$ cat src/design/wsdf_pkg.sv
// ----------------------------------------------------------------------------
// wsdf_pkg: shared types and constants for the frame deframer
// Beat structs for both channels, parser phase, frame kind and status codes.
// ----------------------------------------------------------------------------
package wsdf_pkg;

	// header field masks and codes
	localparam logic [7:0] RSV_MASK   = 8'h70;
	localparam logic [7:0] TOP_BIT    = 8'h80;
	localparam logic [7:0] OPC_MASK   = 8'h0f;
	localparam logic [7:0] LEN7_MASK  = 8'h7f;
	localparam logic [6:0] LEN7_LONG  = 7'h7f;
	localparam logic [6:0] LEN7_EXT16 = 7'h7e;

	localparam logic [3:0] OPC_TEXT   = 4'h1;
	localparam logic [3:0] OPC_BINARY = 4'h2;
	localparam logic [3:0] OPC_CLOSE  = 4'h8;
	localparam logic [3:0] OPC_PING   = 4'h9;
	localparam logic [3:0] OPC_PONG   = 4'ha;

	localparam logic [2:0] ST_OK    = 3'd0;
	localparam logic [2:0] ST_CLOSE = 3'd1;
	localparam logic [2:0] ST_OTHER = 3'd2;
	localparam logic [2:0] ST_BAD   = 3'd3;
	localparam logic [2:0] ST_TRUNC = 3'd4;

	typedef enum logic [5:0] {
		PH_IDLE   = 6'b000001,
		PH_LEN    = 6'b000010,
		PH_EXT_HI = 6'b000100,
		PH_EXT_LO = 6'b001000,
		PH_KEY    = 6'b010000,
		PH_DATA   = 6'b100000
	} phase_t;

	typedef enum logic [1:0] {
		KIND_TEXT  = 2'd0,
		KIND_CLOSE = 2'd1,
		KIND_OTHER = 2'd2,
		KIND_BAD   = 2'd3
	} kind_t;

	typedef struct packed {
		logic [7:0] in_byte;
		logic       frame_first;
		logic       frame_last;
	} in_beat_t;

	typedef struct packed {
		logic [7:0] out_byte;
		logic       byte_valid;
		logic       frame_done;
		logic [2:0] status;
	} out_beat_t;

endpackage

$ cat src/design/websocket_frame_deframer_core.sv
// ----------------------------------------------------------------------------
// websocket_frame_deframer_core: byte-wide frame header parser and unmasker
// Parses FIN/RSV/opcode, mask bit, 7- or 16-bit length and the masking key,
// then emits unmasked text payload bytes and a per-frame status.
// ----------------------------------------------------------------------------
//
//  channel | dir | handshake            | payload
//  --------+-----+----------------------+-------------------------------------
//  frm     | in  | frm_valid/frm_stall  | frm : in_beat_t  (byte, first, last)
//  res     | out | res_valid/res_stall  | res : out_beat_t (byte, flags, status)
//
//  One beat per cycle sustained while res_stall is low. A beat is held in the
//  input register, is parsed and unmasked there in one pass, and lands in the
//  result register, from which its result is offered. The result register
//  sets the pace: while a result waits under res_stall, a beat held in the
//  input register stays there and frm_stall rises. Beats that give no result
//  still pass through the input register.
//  Reset clears the parser state and both valid flags; the masking key is not
//  reset, it is always written before use within a frame.
//
module websocket_frame_deframer_core (
	input  logic                clk,
	input  logic                arst_n,
	input  logic                frm_valid,
	output logic                frm_stall,
	input  wsdf_pkg::in_beat_t  frm,
	output logic                res_valid,
	input  logic                res_stall,
	output wsdf_pkg::out_beat_t res
);

	// input register
	logic               valid_s1;
	wsdf_pkg::in_beat_t beat_s1;

	// parser state
	wsdf_pkg::phase_t phase_q, phase_d;
	wsdf_pkg::kind_t  kind_q, kind_d;
	logic [7:0]       len_hi_q, len_hi_d;
	logic [15:0]      remain_q, remain_d;
	logic [1:0]       key_idx_q, key_idx_d;
	logic [7:0]       mask_key_q [4];
	logic             key_we;

	// result register
	logic                res_valid_q;
	wsdf_pkg::out_beat_t res_q;

	logic                res_free;
	logic                advance;
	logic                emit;
	wsdf_pkg::out_beat_t res_d;

	// working values for the beat in the input register
	logic [7:0]       b;
	logic [3:0]       opc;
	logic [6:0]       len7;
	wsdf_pkg::kind_t  kind_b0;
	wsdf_pkg::kind_t  kind_b1;
	logic [15:0]      remain_dec;
	logic [2:0]       trunc_st;

	assign res_free  = !res_valid_q || !res_stall;
	assign advance   = valid_s1 && res_free;
	assign frm_stall = valid_s1 && !res_free;

	assign res_valid = res_valid_q;
	assign res       = res_q;

	assign b          = beat_s1.in_byte;
	assign opc        = b[3:0] & wsdf_pkg::OPC_MASK[3:0];
	assign len7       = b[6:0] & wsdf_pkg::LEN7_MASK[6:0];
	assign remain_dec = remain_q - 16'd1;
	assign trunc_st   = (kind_q == wsdf_pkg::KIND_BAD) ? wsdf_pkg::ST_BAD : wsdf_pkg::ST_TRUNC;

	// byte 0 classification
	always_comb begin
		if ((b & wsdf_pkg::RSV_MASK) != 8'd0 || (b & wsdf_pkg::TOP_BIT) != wsdf_pkg::TOP_BIT) begin
			kind_b0 = wsdf_pkg::KIND_BAD;
		end else if (opc == wsdf_pkg::OPC_TEXT) begin
			kind_b0 = wsdf_pkg::KIND_TEXT;
		end else if (opc == wsdf_pkg::OPC_CLOSE) begin
			kind_b0 = wsdf_pkg::KIND_CLOSE;
		end else if (opc == wsdf_pkg::OPC_BINARY || opc == wsdf_pkg::OPC_PING
				|| opc == wsdf_pkg::OPC_PONG) begin
			kind_b0 = wsdf_pkg::KIND_OTHER;
		end else begin
			kind_b0 = wsdf_pkg::KIND_BAD;
		end
	end

	// byte 1: mask bit clear or 64-bit length makes the frame malformed
	assign kind_b1 = ((b & wsdf_pkg::TOP_BIT) != wsdf_pkg::TOP_BIT || len7 == wsdf_pkg::LEN7_LONG)
		? wsdf_pkg::KIND_BAD : kind_q;

	// parser step
	always_comb begin
		phase_d   = phase_q;
		kind_d    = kind_q;
		len_hi_d  = len_hi_q;
		remain_d  = remain_q;
		key_idx_d = key_idx_q;
		key_we    = 1'b0;
		emit      = 1'b0;
		res_d     = '0;

		if (beat_s1.frame_first) begin
			kind_d    = kind_b0;
			len_hi_d  = 8'd0;
			remain_d  = 16'd0;
			key_idx_d = 2'd0;
			if (beat_s1.frame_last) begin
				phase_d          = wsdf_pkg::PH_IDLE;
				emit             = 1'b1;
				res_d.frame_done = 1'b1;
				res_d.status     = (kind_b0 == wsdf_pkg::KIND_BAD)
					? wsdf_pkg::ST_BAD : wsdf_pkg::ST_TRUNC;
			end else begin
				phase_d = wsdf_pkg::PH_LEN;
			end
		end else begin
			unique case (phase_q)
				wsdf_pkg::PH_LEN: begin
					kind_d = kind_b1;
					if (kind_b1 != wsdf_pkg::KIND_TEXT) begin
						phase_d          = wsdf_pkg::PH_IDLE;
						emit             = 1'b1;
						res_d.frame_done = 1'b1;
						unique case (kind_b1)
							wsdf_pkg::KIND_CLOSE: res_d.status = wsdf_pkg::ST_CLOSE;
							wsdf_pkg::KIND_OTHER: res_d.status = wsdf_pkg::ST_OTHER;
							default:              res_d.status = wsdf_pkg::ST_BAD;
						endcase
					end else if (len7 == wsdf_pkg::LEN7_EXT16) begin
						phase_d = wsdf_pkg::PH_EXT_HI;
					end else begin
						remain_d  = {9'd0, len7};
						key_idx_d = 2'd0;
						phase_d   = wsdf_pkg::PH_KEY;
					end
					if (!emit && beat_s1.frame_last) begin
						phase_d          = wsdf_pkg::PH_IDLE;
						emit             = 1'b1;
						res_d.frame_done = 1'b1;
						res_d.status     = wsdf_pkg::ST_TRUNC;
					end
				end
				wsdf_pkg::PH_EXT_HI: begin
					len_hi_d = b;
					phase_d  = wsdf_pkg::PH_EXT_LO;
					if (beat_s1.frame_last) begin
						phase_d          = wsdf_pkg::PH_IDLE;
						emit             = 1'b1;
						res_d.frame_done = 1'b1;
						res_d.status     = trunc_st;
					end
				end
				wsdf_pkg::PH_EXT_LO: begin
					remain_d  = {len_hi_q, b};
					key_idx_d = 2'd0;
					phase_d   = wsdf_pkg::PH_KEY;
					if (beat_s1.frame_last) begin
						phase_d          = wsdf_pkg::PH_IDLE;
						emit             = 1'b1;
						res_d.frame_done = 1'b1;
						res_d.status     = trunc_st;
					end
				end
				wsdf_pkg::PH_KEY: begin
					key_we = 1'b1;
					if (key_idx_q == 2'd3) begin
						key_idx_d = 2'd0;
						if (remain_q == 16'd0) begin
							// empty text payload completes on the last key byte
							phase_d          = wsdf_pkg::PH_IDLE;
							emit             = 1'b1;
							res_d.frame_done = 1'b1;
							res_d.status     = wsdf_pkg::ST_OK;
						end else begin
							phase_d = wsdf_pkg::PH_DATA;
						end
					end else begin
						key_idx_d = key_idx_q + 2'd1;
					end
					if (!emit && beat_s1.frame_last) begin
						phase_d          = wsdf_pkg::PH_IDLE;
						emit             = 1'b1;
						res_d.frame_done = 1'b1;
						res_d.status     = trunc_st;
					end
				end
				wsdf_pkg::PH_DATA: begin
					key_idx_d        = key_idx_q + 2'd1;
					remain_d         = remain_dec;
					emit             = 1'b1;
					res_d.out_byte   = b ^ mask_key_q[key_idx_q];
					res_d.byte_valid = 1'b1;
					if (remain_dec == 16'd0) begin
						phase_d          = wsdf_pkg::PH_IDLE;
						res_d.frame_done = 1'b1;
						res_d.status     = wsdf_pkg::ST_OK;
					end else if (beat_s1.frame_last) begin
						phase_d          = wsdf_pkg::PH_IDLE;
						res_d.frame_done = 1'b1;
						res_d.status     = wsdf_pkg::ST_TRUNC;
					end
				end
				default: begin
					// idle: stray bytes outside a frame are dropped
					phase_d = wsdf_pkg::PH_IDLE;
				end
			endcase
		end
	end

	// input register
	always_ff @(posedge clk or negedge arst_n) begin
		if (!arst_n) begin
			valid_s1 <= 1'b0;
		end else if (!frm_stall) begin
			valid_s1 <= frm_valid;
		end
	end

	always_ff @(posedge clk) begin
		if (!frm_stall && frm_valid) begin
			beat_s1 <= frm;
		end
	end

	// parser state, updated as the beat leaves the input register
	always_ff @(posedge clk or negedge arst_n) begin
		if (!arst_n) begin
			phase_q   <= wsdf_pkg::PH_IDLE;
			kind_q    <= wsdf_pkg::KIND_TEXT;
			len_hi_q  <= 8'd0;
			remain_q  <= 16'd0;
			key_idx_q <= 2'd0;
		end else if (advance) begin
			phase_q   <= phase_d;
			kind_q    <= kind_d;
			len_hi_q  <= len_hi_d;
			remain_q  <= remain_d;
			key_idx_q <= key_idx_d;
		end
	end

	always_ff @(posedge clk) begin
		if (advance && key_we) begin
			mask_key_q[key_idx_q] <= b;
		end
	end

	// result register
	always_ff @(posedge clk or negedge arst_n) begin
		if (!arst_n) begin
			res_valid_q <= 1'b0;
		end else if (res_free) begin
			res_valid_q <= advance && emit;
		end
	end

	always_ff @(posedge clk) begin
		if (advance && emit) begin
			res_q <= res_d;
		end
	end

`ifndef ASSERT_OFF
	// a result without frame_done is always a plain payload byte
	a_mid_frame_is_data: assert property (@(posedge clk) disable iff (!arst_n)
		res_valid_q && !res_q.frame_done |-> res_q.byte_valid && res_q.status == wsdf_pkg::ST_OK)
		else $error("non-final result is not a payload byte");

	// payload bytes only come out of the data phase of a text frame
	a_data_only_text: assert property (@(posedge clk) disable iff (!arst_n)
		advance && emit && res_d.byte_valid |->
			phase_q == wsdf_pkg::PH_DATA && kind_q == wsdf_pkg::KIND_TEXT)
		else $error("payload byte outside text data phase");

	// a finished frame leaves the parser idle
	a_done_to_idle: assert property (@(posedge clk) disable iff (!arst_n)
		advance && emit && res_d.frame_done |=> phase_q == wsdf_pkg::PH_IDLE)
		else $error("parser not idle after frame end");

	// input backpressure only while a beat is held in the input register
	a_stall_needs_beat: assert property (@(posedge clk) disable iff (!arst_n)
		frm_stall |-> valid_s1 && res_valid_q)
		else $error("input stalled with nothing held");
`endif

endmodule
$ cat config.mk
export PLATFORM = sky130hd
export DESIGN_NAME = websocket_frame_deframer_core
export DESIGN_NICKNAME = d
export VERILOG_FILES = /design/src/design/wsdf_pkg.sv /design/src/design/websocket_frame_deframer_core.sv
export SDC_FILE = /design/constraint.sdc
export NUM_CORES = 1
export LEC_CHECK = 0
export ABC_AREA = 1
export BUFFER_PORTS_ARGS = -buffer_cell sky130_fd_sc_hd__buf_2
export CORE_MARGIN = 2
export CORE_UTILIZATION = 30
export DETAILED_ROUTE_END_ITERATION = 8
export HOLD_SLACK_MARGIN = 0.06
export PLACE_DENSITY_LB_ADDON = 0.15
export SETUP_SLACK_MARGIN = 0.2
export SYNTH_ARGS = -nofsm -noshare
export SYNTH_HDL_FRONTEND = slang
export SYNTH_SLANG_ARGS = --single-unit
$ cat constraint.sdc
create_clock -name clk -period 1.9 [get_ports clk]
set_input_delay 0.19 -clock clk [delete_from_list [all_inputs] [get_ports clk]]
set_output_delay 0.19 -clock clk [all_outputs]
set_load 0.02 [all_outputs]
Word level (Yosys, flattened, before mapping). Memories as Yosys holds them, arrays and structs flattened. Cells that the tools add are included.

Mux-type cells: 62. Bitwise operators: 3. Equality and inequality tests: 21. Magnitude comparators: 0. Div/mod/pow operators: 0. Reduce and logical (&&, ||, !) cells: 33. Shift operators: 0. $mul: 0. Add/subtract/negate cells: 2.

Operators by type and width (number): $mux W16 (3); $pmux W16 S3 (1); $mux W4 (11); $mux W6 (7); $logic_not A16 Y1 (2); $pmux W6 S5 (1); $mux W2 (11); $mux W1 (17); $mux W8 (2); $pmux W4 S4 (1); $sub A16 B1 Y16 const B (1); $mux W5 (3); $eq A7 B7 Y1 const B (2); $eq A4 B4 Y1 const B (3); $eq A2 B2 Y1 const B (4); $ne A4 B4 Y1 const B (2); $pmux W2 S4 (1); $reduce_and A4 Y1 (2); $reduce_bool A8 Y1 (1); $xor A8 B8 Y8 (1); $logic_and A1 B1 Y1 (7); $eq A6 B2 Y1 const B (1); $eq A6 B3 Y1 const B (1); $eq A6 B4 Y1 const B (1); 19 further kinds (35).

Flip-flop bits (word level): 59. Latch bits: 0. RAM bits: 32. Memories kept: 1. Input bits: 14. ROM bits: 0.

Memory list: mask_key_q (depth 4, width 8, rd ports 1, clocked after Yosys merged registers in 0, wr ports 1, line websocket_frame_deframer_core.sv:42) `logic [7:0] mask_key_q [4];`.

Logic depth before layout (Yosys ltp). Gate-level depths: netlist (run 1).

Depth in word-level cells: 13. Mapped depth: 16. Gate-level depth less buffers: 16.

Worst setup path before layout (run 1). Ideal clock, no wire load.

Path type: flip-flop to flip-flop. Start point: register remain_q[11]. End point: register res_q, in the netlist res[0], enable pin. Setup time: 0.349 ns. Period minus slack after synthesis: 2.035 ns. Slack: -0.135 ns. Stages on the path, launching flop included: 12. Buffers on the path: 0. Arrival: 1.686 ns. Cell sequence: dfrtp_1 nor2_1 inv_1 nor4_1 nand3_1 nand2_1 nand2_1 o21ai_0 inv_1 nand2_1 nand2_1 inv_1.

Word-level cells in the longest chain between the ends: 11.

Ends and longest elaborated chain: start, declared (line websocket_frame_deframer_core.sv:40) `logic [15:0] remain_q, remain_d;`; start signal, assigned (line websocket_frame_deframer_core.sv:243) `remain_q <= remain_d;`; $logic_not A16 Y1 (*) (line websocket_frame_deframer_core.sv:173) `if (remain_q == 16'd0) begin`; $mux W1 (*) (line websocket_frame_deframer_core.sv:173); $mux W1 (*) (line websocket_frame_deframer_core.sv:171) `if (key_idx_q == 2'd3) begin`; $mux W1 (*) (line websocket_frame_deframer_core.sv:122) `unique case (phase_q)`; $mux W1 (*) (line websocket_frame_deframer_core.sv:107) `if (beat_s1.frame_first) begin`; $logic_not A1 Y1 (line websocket_frame_deframer_core.sv:185) `if (!emit && beat_s1.frame_last) begin`; $logic_and A1 B1 Y1 (line websocket_frame_deframer_core.sv:185); $mux W1 (*) (line websocket_frame_deframer_core.sv:185); $pmux W1 S4 (*) (line websocket_frame_deframer_core.sv:122); $mux W1 (*) (line websocket_frame_deframer_core.sv:107); $logic_and A1 B1 Y1 (*) (line websocket_frame_deframer_core.sv:264) `if (advance && emit) begin`; end signal, assigned (line websocket_frame_deframer_core.sv:265) `res_q <= res_d;`; end, declared (line websocket_frame_deframer_core.sv:47) `wsdf_pkg::out_beat_t res_q;`.

Mark *: on every way between the ends. The rest lies on a longest branch, timed or not. The select of a mux whose other input is x is not followed. A chain may end at the register's enable or synchronous reset.

==> impl_metrics.json, run 1 <==
{
  "path_max_fanout": 5,
  "io_pins": 29,
  "p_seq_share_pct": 37.4,
  "critical_path_class": "flop to flop",
  "start_util_pct": 30.70,
  "hold_end": "valid_s1$_DFFE_PN0N_",
  "async_flop_share_pct": 39.56,
  "multi_input_area_sq_um": 2460,
  "outcome": "complete, but fails checks",
  "synth_top_cell_area_share_pct": 35.39,
  "die_h_um": 128.7,
  "timing.fmax_ghz": 0.5014,
  "min_path_type": "primary input to flop",
  "synth_edf_count": 55,
  "grt.overflow.total": 0,
  "reg2reg_from": "remain_q[1]$_DFFE_PN0P_",
  "grt_pass1_vias": 4042,
  "dieArea_sq_um": 16570,
  "register_area_sq_um": 2562,
  "syn-num-nets": 545,
  "cp.required_ns": 2.00,
  "endpoint_kind": "flop",
  "areaGrowthSynthToFinish_pct": 52.90,
  "crit_arrival_ns": 2.09,
  "vdd_drop_max_uv": 434.0,
  "clockRootBuffer": "clkbuf_16",
  "wire_per_inst_um": 16.07,
  "worst_r2r_path_depth": 16,
  "relSlewSlack_pct": 65.39,
  "powerDensity_nw_per_um2": 908.4,
  "cts_tree": "built",
  "cts_made_buffers": 9,
  "synthTopCellsByArea": "edfxtp_1 (35%), dfrtp_1 (19%), nand2_1 (10%)",
  "p_sw_w": 0.002272,
  "finalMaxSlewViolations": 0,
  "layout.nets": 704,
  "hold_viol_final": 0,
  "grt_max_degree": 37,
  "synthesis.area_sq_um": 4667,
  "yosysSeqAreaShare_pct": 54.72,
  "min_period_ns": 1.994,
  "hold_depth": 3,
  "clkTransAtPathRegs_ns": 0.07,
  "wirelength_um": 14100,
  "p_leak_nw": 3.139,
  "fin_ws_ns": -0.09423,
  "gp_congestion": 0.8918,
  "post-route-drc-count": 0,
  "drive_gt1_share_pct": 47.61,
  "num_rows": 45,
  "cts_buffer_depth": 2,
  "rsz0062_at_grt": "yes",
  "coreArea_sq_um": 15200,
  "antennaDiodeCount": 0,
  "dp_hpwl_um": 9765,
  "synthCells": 525,
  "ys_ff_latch": 91,
  "worst_pin_slew_ns": 0.5191,
  "antenna_found_initial": 0,
  "via_count": 4193,
  "yosysTopAreaCell": "edfxtp_1",
  "h-tree-depth": 3,
  "numClockSinks": 91,
  "antenna_left": 0,
  "ys_warn_count": 0,
  "synth_area_per_cell_sq_um": 8.889,
  "drtIter0Drc": 227,
  "synthFlopType": "edfxtp_1",
  "whs_ns": 0.1484,
  "combPwrFrac_pct": 36.3,
  "setup_viol": 21,
  "num-fill-cells": 1444,
  "violations": "negative setup slack",
  "cap_violations": 0,
  "intPower_w": 0.004210,
  "portBuffers": 28,
  "grt_pass1_wl_um": 21780,
  "grt_usage_pct": 17.51,
  "switching_share_pct": 35.05,
  "period_share_pct": 105.0,
  "startpoint_type": "flop",
  "power_w": 0.006482,
  "viasPerCell": 4.781,
  "synth_cell_types": 37,
  "dr.pass1.iters": 4,
  "die_w_um": 128.7,
  "clk_latency_ns": 0.36,
  "finClkSkew_ns": 0.008024,
  "r2r_setup_slack_ns": -0.09,
  "p_clk_share_pct": 26.3,
  "r2r-end": "res[3]$_DFFE_PP_",
  "worst_hold_startpoint": "frm_valid"
}
==> critical path, stage by stage, from the launching register on <==
cell     delay (ns)
dfrtp_1        0.42
inv_2          0.09
ha_4           0.16
nand2_8        0.08
nor2_8         0.13
buf_4          0.13
nand3_2        0.06
nand2_2        0.09
nor2_2         0.04
nand2_1        0.07
nor2_2         0.05
nand2_2        0.12
nand2_1        0.07
nand2_1        0.07
nand2_1        0.07
nand2_1        0.05
nand2_1        0.06
==> registers in the layout, summed over array words and instances (netlist names) <==
name        flops
b               8
remain_q       16
res            13
key_idx_q       2
kind_q          2
res_valid       1
beat_s1         2
len_hi_q        8
phase_q         6
mask_key_q     32
valid_s1        1
==> worst max-delay path by stage <==
stage	from	end	slack (ns)	cells past startpoint
after detailed placement	b[1]$_DFFE_PP_	remain_q[15]$_DFFE_PN0P_	-0.14	10
after global placement	b[1]$_DFFE_PP_	remain_q[5]$_DFFE_PN0P_	-0.13	10
after global routing	remain_q[8]$_DFFE_PN0P_	res[2]$_DFFE_PP_	-0.23	14
final	remain_q[1]$_DFFE_PN0P_	res[3]$_DFFE_PP_	-0.09	16
after floorplan	remain_q[0]$_DFFE_PN0P_	phase_q[4]$_DFFE_PN0P_	0.12	16
after CTS	remain_q[2]$_DFFE_PN0P_	res[2]$_DFFE_PP_	-0.05	14
==> cells in the final DEF (no fill, tap or decap), types with 15 or more instances in the layout <==
cell / synthesis / layout
inv_1: 55 / 44
nor2_4: 0 / 17
nand2_2: 5 / 30
edfxtp_1: 55 / 55
nand3_1: 40 / 30
nor2_1: 43 / 23
dfrtp_1: 35 / 28
nand2_1: 127 / 88
o21ai_0: 26 / 17
buf_4: 1 / 101
o21ai_2: 6 / 22
buf_2: 5 / 28
a21oi_1: 24 / 15
==> logic make-up after synthesis <==
logic type      synth area share [%]
xor+xnor                       1.126
flops                          54.72
compound gates                 11.90
buf+inv                        6.649
simple gates                   23.99
fa+ha+maj                      1.609
==> Yosys cell counts, drive strengths merged (5+ instances only) <==
library cell,instances
a21oi,24
a32o,7
buf,8
clkbuf,7
dfrtp,35
edfxtp,55
ha,6
inv,61
nand2,133
nand3,41
nand4,8
nor2,56
nor3,7
o21ai,52
o22ai,5
xor2,5
==> layout make-up <==
| cell class | count | share of cell area [%] |
|---|---|---|
| sequential | 91 | 35.91 |
| multi-input combinational | 357 | 34.47 |
| timing repair buffer | 160 | 18.41 |
| inverter | 63 | 3.752 |
| tap | 188 | 3.297 |
| clock buffer | 10 | 3.209 |
| clock inverter | 6 | 0.6663 |
| timing repair inverter | 2 | 0.2806 |
==> power by group through the flow <==
| stage | Clock (W) | Combinational (W) | Sequential, W |
|---|---|---|---|
| after global placement | 0 | 0.00177 | 0.00243 |
| after global routing | 0.00183 | 0.00257 | 0.00245 |
| after CTS | 0.00175 | 0.00204 | 0.00241 |
| after detailed placement | 0 | 0.00177 | 0.00243 |
| final | 0.00171 | 0.00235 | 0.00242 |
| after floorplan | 0 | 0.00109 | 0.00244 |
==> per-stage QoR <==
step	util (%)	worst slack (ns)	area [sq um]	std cells	TNS [ns]
final	46.94	-0.09423	7136	877	-0.9130
after global routing	46.94	-0.2328	7136	877	-4.695
after CTS	43.20	-0.05168	6568	855	-0.1416
after detailed placement	37.78	-0.1403	5743	811	-3.894
after global placement	37.78	-0.1346	5743	811	-3.284
after floorplan	-	0.1222	4741	525	0
==> repair_timing <==
| action | in CTS | in global routing |
|---|---|---|
| endpoints found under the hold margin | 45 | 0 |
| pin swaps | 20 | 32 |
| gates cloned | 2 | 3 |
| buffers inserted | 15 | 19 |
| resized for setup | 81 | 112 |
| hold buffers | 11 | 0 |
| setup endpoints to repair | 81 | 92 |
==> per-layer routing <==
layer | global-route usage (%) | part of all wire, %
met1 | 22.80 | 45
met3 | 2.827 | 2.7
met2 | 29.72 | 51
met4 | 6.010 | 1.3
met5 | 0 | 0
Note: power is estimated with default switching activity, not from simulation.
==> inputs of run 2 (changes only) <==
CORE_UTILIZATION = 35   (was 30)
HOLD_SLACK_MARGIN = 0.15   (was 0.06)
==> run 2 against run 1 <==
The run still ends with negative setup slack left; cell area shrank 1.7%; final cell count shrank 1.4%; clock skew shrank 0.00099 ns; routed wire length shrank 1.4%; total power shrank 2.0%; largest cell class unchanged; largest power group unchanged.
==> impl_metrics.json, run 2 (synthesis results as in run 1) <==
{
  "drtIter0Drc": 260,
  "path_common_cell": "nand2_1",
  "dr.pass1.iters": 4,
  "crit_arrival_ns": 2.05,
  "vdd_drop_max_uv": 537.4,
  "wirelength_um": 13900,
  "clockRootBuffer": "clkbuf_16",
  "p_leak_nw": 3.119,
  "num_rows": 42,
  "crit_path_cell_trace": "nor2_2 > inv_2 > nor4_4 > nand3_2 > nand2_1 > nand2_1 > o21ai_1 > inv_1 > nand2_2 > nand2_4 > inv_8",
  "min_path_type": "primary input to flop",
  "min_period_ns": 1.985,
  "finClkSkew_ns": 0.007036,
  "areaGrowthSynthToFinish_pct": 50.32,
  "rsz0062_at_grt": "yes",
  "post-route-drc-count": 0,
  "max_stage_delay_ns": 0.41,
  "grt_pass1_vias": 4076,
  "relSlewSlack_pct": 66.90,
  "outcome": "complete, but fails checks",
  "cp.required_ns": 1.96,
  "largest_reg_flops": 32,
  "gp_congestion": 0.8817,
  "clkTransAtPathRegs_ns": 0.07,
  "antenna_left": 0,
  "cts_tree": "built",
  "die_w_um": 119.5,
  "startpoint_type": "flop",
  "cp_slowest_cell": "dfrtp_1",
  "finalMaxSlewViolations": 0,
  "antenna_found_initial": 0,
  "top_register": "mask_key_q",
  "cts_made_buffers": 9,
  "start_util_pct": 35.52,
  "clk_latency_ns": 0.35,
  "grt_pass1_wl_um": 21650,
  "final_common_cell": "nand2_1",
  "viasPerCell": 4.895,
  "via_count": 4234,
  "wire_per_inst_um": 16.07,
  "r2r_setup_slack_ns": -0.09,
  "h-tree-depth": 3,
  "cts_buffer_depth": 2,
  "numClockSinks": 91,
  "grt.overflow.total": 0,
  "cap_violations": 0,
  "whs_ns": 0.1756,
  "setup_viol": 22,
  "dieArea_sq_um": 14270,
  "portBuffers": 28,
  "violations": "negative setup slack",
  "power_w": 0.006355,
  "hold_viol_final": 0,
  "path_max_fanout": 6,
  "timing.fmax_ghz": 0.5037,
  "die_h_um": 119.5,
  "critical_path_class": "flop to flop",
  "worst_pin_slew_ns": 0.4965,
  "antennaDiodeCount": 0,
  "period_share_pct": 104.5,
  "powerDensity_nw_per_um2": 905.9,
  "grt_max_degree": 37,
  "fin_ws_ns": -0.08516,
  "coreArea_sq_um": 13140,
  "layout_common_cells": "nand2_1 (103), buf_4 (94), edfxtp_1 (55), inv_1 (45), nand3_1 (35)",
  "grt_usage_pct": 19.93,
  "io_pins": 29,
  "drive_gt1_share_pct": 43.69,
  "layout.nets": 704,
  "endpoint_kind": "flop",
  "dp_hpwl_um": 9406
}
## run 2: cell types whose count changed in the layout (fill, tap and decap cells not counted), sizes merged
cell | previous run | this run
dlygate4sd3 | 11 | 12
clkinv | 6 | 4
buf | 149 | 148
inv | 63 | 65
## run 2: layer usage
layer	global-route usage, %	part of all wire [%]	vias to the layer above
li1	-	-	2096
met3	2.921	4.3	14
met1	27.19	44	2034
met4	6.544	1.3	0
met2	32.68	50	90
met5	0	0	-
## run 2: power breakdown
part	leakage [nW]	internal (W)	switching (W)
logic	2.01	0.000984	0.00130
registers	0.980	0.00227	0.000135
clock network	0.125	0.000888	0.000780
total	3.12	0.00414	0.00221
## run 2: path summary, 6_finish.rpt
| check | start | to | depth (start not counted) |
|---|---|---|---|
| worst max-delay path | remain_q[10]$_DFFE_PN0P_ | res[8]$_SDFFCE_PP0P_ | 11 |
| worst min-delay path | res_stall | valid_s1$_DFFE_PN0N_ | 3 |
| worst max register to register | remain_q[10]$_DFFE_PN0P_ | res[8]$_SDFFCE_PP0P_ | 11 |
| worst min register to register | phase_q[0]$_DFFE_PN1P_ | phase_q[0]$_DFFE_PN1P_ | 2 |
| max in group asynchronous | arst_n | phase_q[0]$_DFFE_PN1P_ | 3 |
| min in group asynchronous | arst_n | remain_q[12]$_DFFE_PN0P_ | 3 |
## run 2: final cells by class
class                      count  area, sq um
multi-input combinational    357         2325
clock inverter                 6        40.04
clock buffer                  10        229.0
fill                        1215         6122
inverter                      63        261.5
tap                          176        220.2
timing repair inverter         2        22.52
sequential                    91         2555
timing repair buffer         160         1363
## run 2: repair_timing
item                                    4_1_cts  5_1_grt
gates resized for setup                     103       56
endpoints found under the hold margin        46        0
hold buffers                                 12        0
pin swaps                                    13       25
endpoints found under the setup margin       80       84
cloned                                        4        3
buffers inserted                             22       13
## run 2: worst max-delay path, delay by kind of cell (launching register included)
kind	cells	cell delay (ns)
AO/OA/AOI/OAI	1	0.12
flip-flops	1	0.41
buffers and inverters	3	0.24
AND/OR/NAND/NOR	7	0.94
## run 2: stage by stage
stage | std cells | setup WS (ns) | TNS [ns] | instance area [sq um] | utilization (%)
global route | 865 | -0.2469 | -5.625 | 7015 | 53.40
floorplan | 525 | 0.1222 | 0 | 4741 | -
finish | 865 | -0.08516 | -1.473 | 7015 | 53.40
global placement | 795 | -0.2035 | -5.243 | 5698 | 43.37
CTS | 849 | -0.06231 | -0.8334 | 6714 | 51.10
detailed placement | 795 | -0.1820 | -5.980 | 5698 | 43.37
==> inputs of run 3 (changes only) <==
CORE_UTILIZATION = 55   (was 35)
==> run 3 against run 2 <==
The run still ends with negative setup slack left; cell area up 0.71%; routed wire length up 17%; die area down 35%; total power down 1.6%; via count up 14%; combinational power up 7%; clock skew up 0.0085 ns; global-route usage up 11 points; critical path type unchanged; worst setup slack worse by 0.19 ns.
==> impl_metrics.json, run 3 (synthesis results as in run 1) <==
{
  "outcome": "complete, but fails checks",
  "violations": "negative setup slack",
  "coreArea_sq_um": 8217,
  "instances_no_fill": 803,
  "drtIter0Drc": 586,
  "crit_path_cell_trace": "nor2_1 > nand2_1 > nor2_2 > nand2_1 > nand2_1 > nand2_2 > nor2_2 > nand2_1 > nor2_2 > nand2_2 > nand3_2 > nand3_2 > nand2_2 > nand2_1",
  "gp_congestion": 0.9882,
  "reg2reg_from": "remain_q[9]$_DFFE_PN0P_",
  "clk_latency_ns": 0.39,
  "whs_ns": 0.4635,
  "portBuffers": 28,
  "worst_pin_slew_ns": 0.8999,
  "cts_made_buffers": 9,
  "cap_violations": 0,
  "num-fill-cells": 386,
  "final_common_cell": "buf_4",
  "crit_arrival_ns": 2.33,
  "dr.pass1.iters": 5,
  "finalMaxSlewViolations": 0,
  "finClkSkew_ns": 0.01556,
  "fin_ws_ns": -0.2788,
  "grt_pass1_wl_um": 21160,
  "dp_hpwl_um": 9004,
  "vdd_drop_max_uv": 754.0,
  "p_leak_nw": 3.182,
  "clockRootBuffer": "clkbuf_8",
  "die_h_um": 96.12,
  "max_stage_delay_ns": 0.48,
  "r2r-end": "res[2]$_DFFE_PP_",
  "num_rows": 33,
  "period_share_pct": 114.7,
  "h-tree-depth": 3,
  "cts_tree": "built",
  "antenna_found_initial": 0,
  "min_path_type": "primary input to async pin",
  "hold_viol_final": 0,
  "areaGrowthSynthToFinish_pct": 51.39,
  "wl_met3_um": 1506,
  "drive_gt1_share_pct": 49.28,
  "via_count": 4813,
  "cp_slowest_cell": "dfrtp_1",
  "die_w_um": 96.12,
  "grt.overflow.total": 0,
  "placedCellCount": 727,
  "viasPerCell": 5.994,
  "min_period_ns": 2.179,
  "startpoint_type": "flop",
  "post-route-drc-count": 0,
  "r2r_setup_slack_ns": -0.28,
  "critical_path_class": "flop to flop",
  "numClockSinks": 91,
  "grt_max_degree": 37,
  "path_common_cell": "nand2_1",
  "layout.nets": 713,
  "timing.fmax_ghz": 0.4590,
  "top_register": "mask_key_q",
  "power_w": 0.006251,
  "worst_r2r_path_depth": 14,
  "wl_met2_um": 7882,
  "grt_pass1_vias": 4309,
  "setup_viol": 40,
  "grt_usage_pct": 31.08,
  "cp.required_ns": 2.05,
  "endpoint_kind": "flop",
  "route.top_layer_used": "met4",
  "clkTransAtPathRegs_ns": 0.11,
  "fin_util_pct": 85.99,
  "layout_common_cells": "buf_4 (98), nand2_1 (87), edfxtp_1 (55), inv_1 (45)",
  "antennaDiodeCount": 0,
  "io_pins": 29,
  "path_max_fanout": 4,
  "start_util_pct": 56.80,
  "crit_start": "remain_q[9]$_DFFE_PN0P_",
  "cts_buffer_depth": 2,
  "relSlewSlack_pct": 40.00,
  "dieArea_sq_um": 9238,
  "largest_reg_flops": 32,
  "wl_met1_um": 6181,
  "antenna_left": 0,
  "rsz0062_at_grt": "yes",
  "wirelength_um": 16220,
  "wire_per_inst_um": 20.20,
  "place_ws_ns": -0.1541,
  "powerDensity_nw_per_um2": 884.7
}
[run 3: changes by cell type in the layout (fill, tap and decap cells not counted), sizes merged]
| cell | previous run | this run |
|---|---|---|
| dlygate4sd3 | 12 | 13 |
| clkinv | 4 | 3 |
| inv | 65 | 67 |
| buf | 148 | 155 |
[run 3: where the power goes]
| group | switching [W] | internal, W |
|---|---|---|
| Clock | 0.000844 | 0.000524 |
| Sequential | 0.000156 | 0.00227 |
| Combinational | 0.00149 | 0.000967 |
[run 3: per-stage QoR]
stage               area, sq um  setup TNS [ns]
CTS                        6513         -0.5389
floorplan                  4741               0
global placement           5619          -2.045
detailed placement         5619          -2.489
global route               7066          -8.055
finish                     7066          -4.553
[run 3: per-layer routing]
metal	GRT usage, %	vias to the layer above
met2	50.87	335
met3	6.578	64
met5	0	-
met4	10.00	0
li1	-	2099
met1	41.45	2315
[run 3: worst max-delay path, delay by kind of cell, from the launching register on]
family,cells,cell delay (ns)
simple gates,14,1.44
flops,1,0.48
[run 3: what timing repair did]
item,in CTS,in global routing
setup buffers,23,18
endpoints found under the setup margin,82,84
resized for setup,101,104
pin swaps,18,27
hold buffers,13,0
gates cloned,2,4
hold endpoints to repair,47,0
[run 3: layout make-up]
type                    count  area [sq um]  area share (%)
flip-flops and latches     91          2559           36.21
multi-input cells         357          2449           34.66
repair buffers            169          1438           20.35
inverters                  63         267.8           3.790
well taps                 105         131.4           1.859
clock buffers               9         123.9           1.753
clock inverters             7         75.07           1.063
repair inverters            2         22.52          0.3188
[run 3: worst max path at each step]
stage,end,cells past startpoint
after floorplan,phase_q[4]$_DFFE_PN0P_,16
after global placement,res[2]$_DFFE_PP_,15
after detailed placement,phase_q[5]$_DFFE_PN0P_,14
after CTS,res[8]$_SDFFCE_PP0P_,11
after global routing,res[2]$_DFFE_PP_,14
final,res[2]$_DFFE_PP_,14
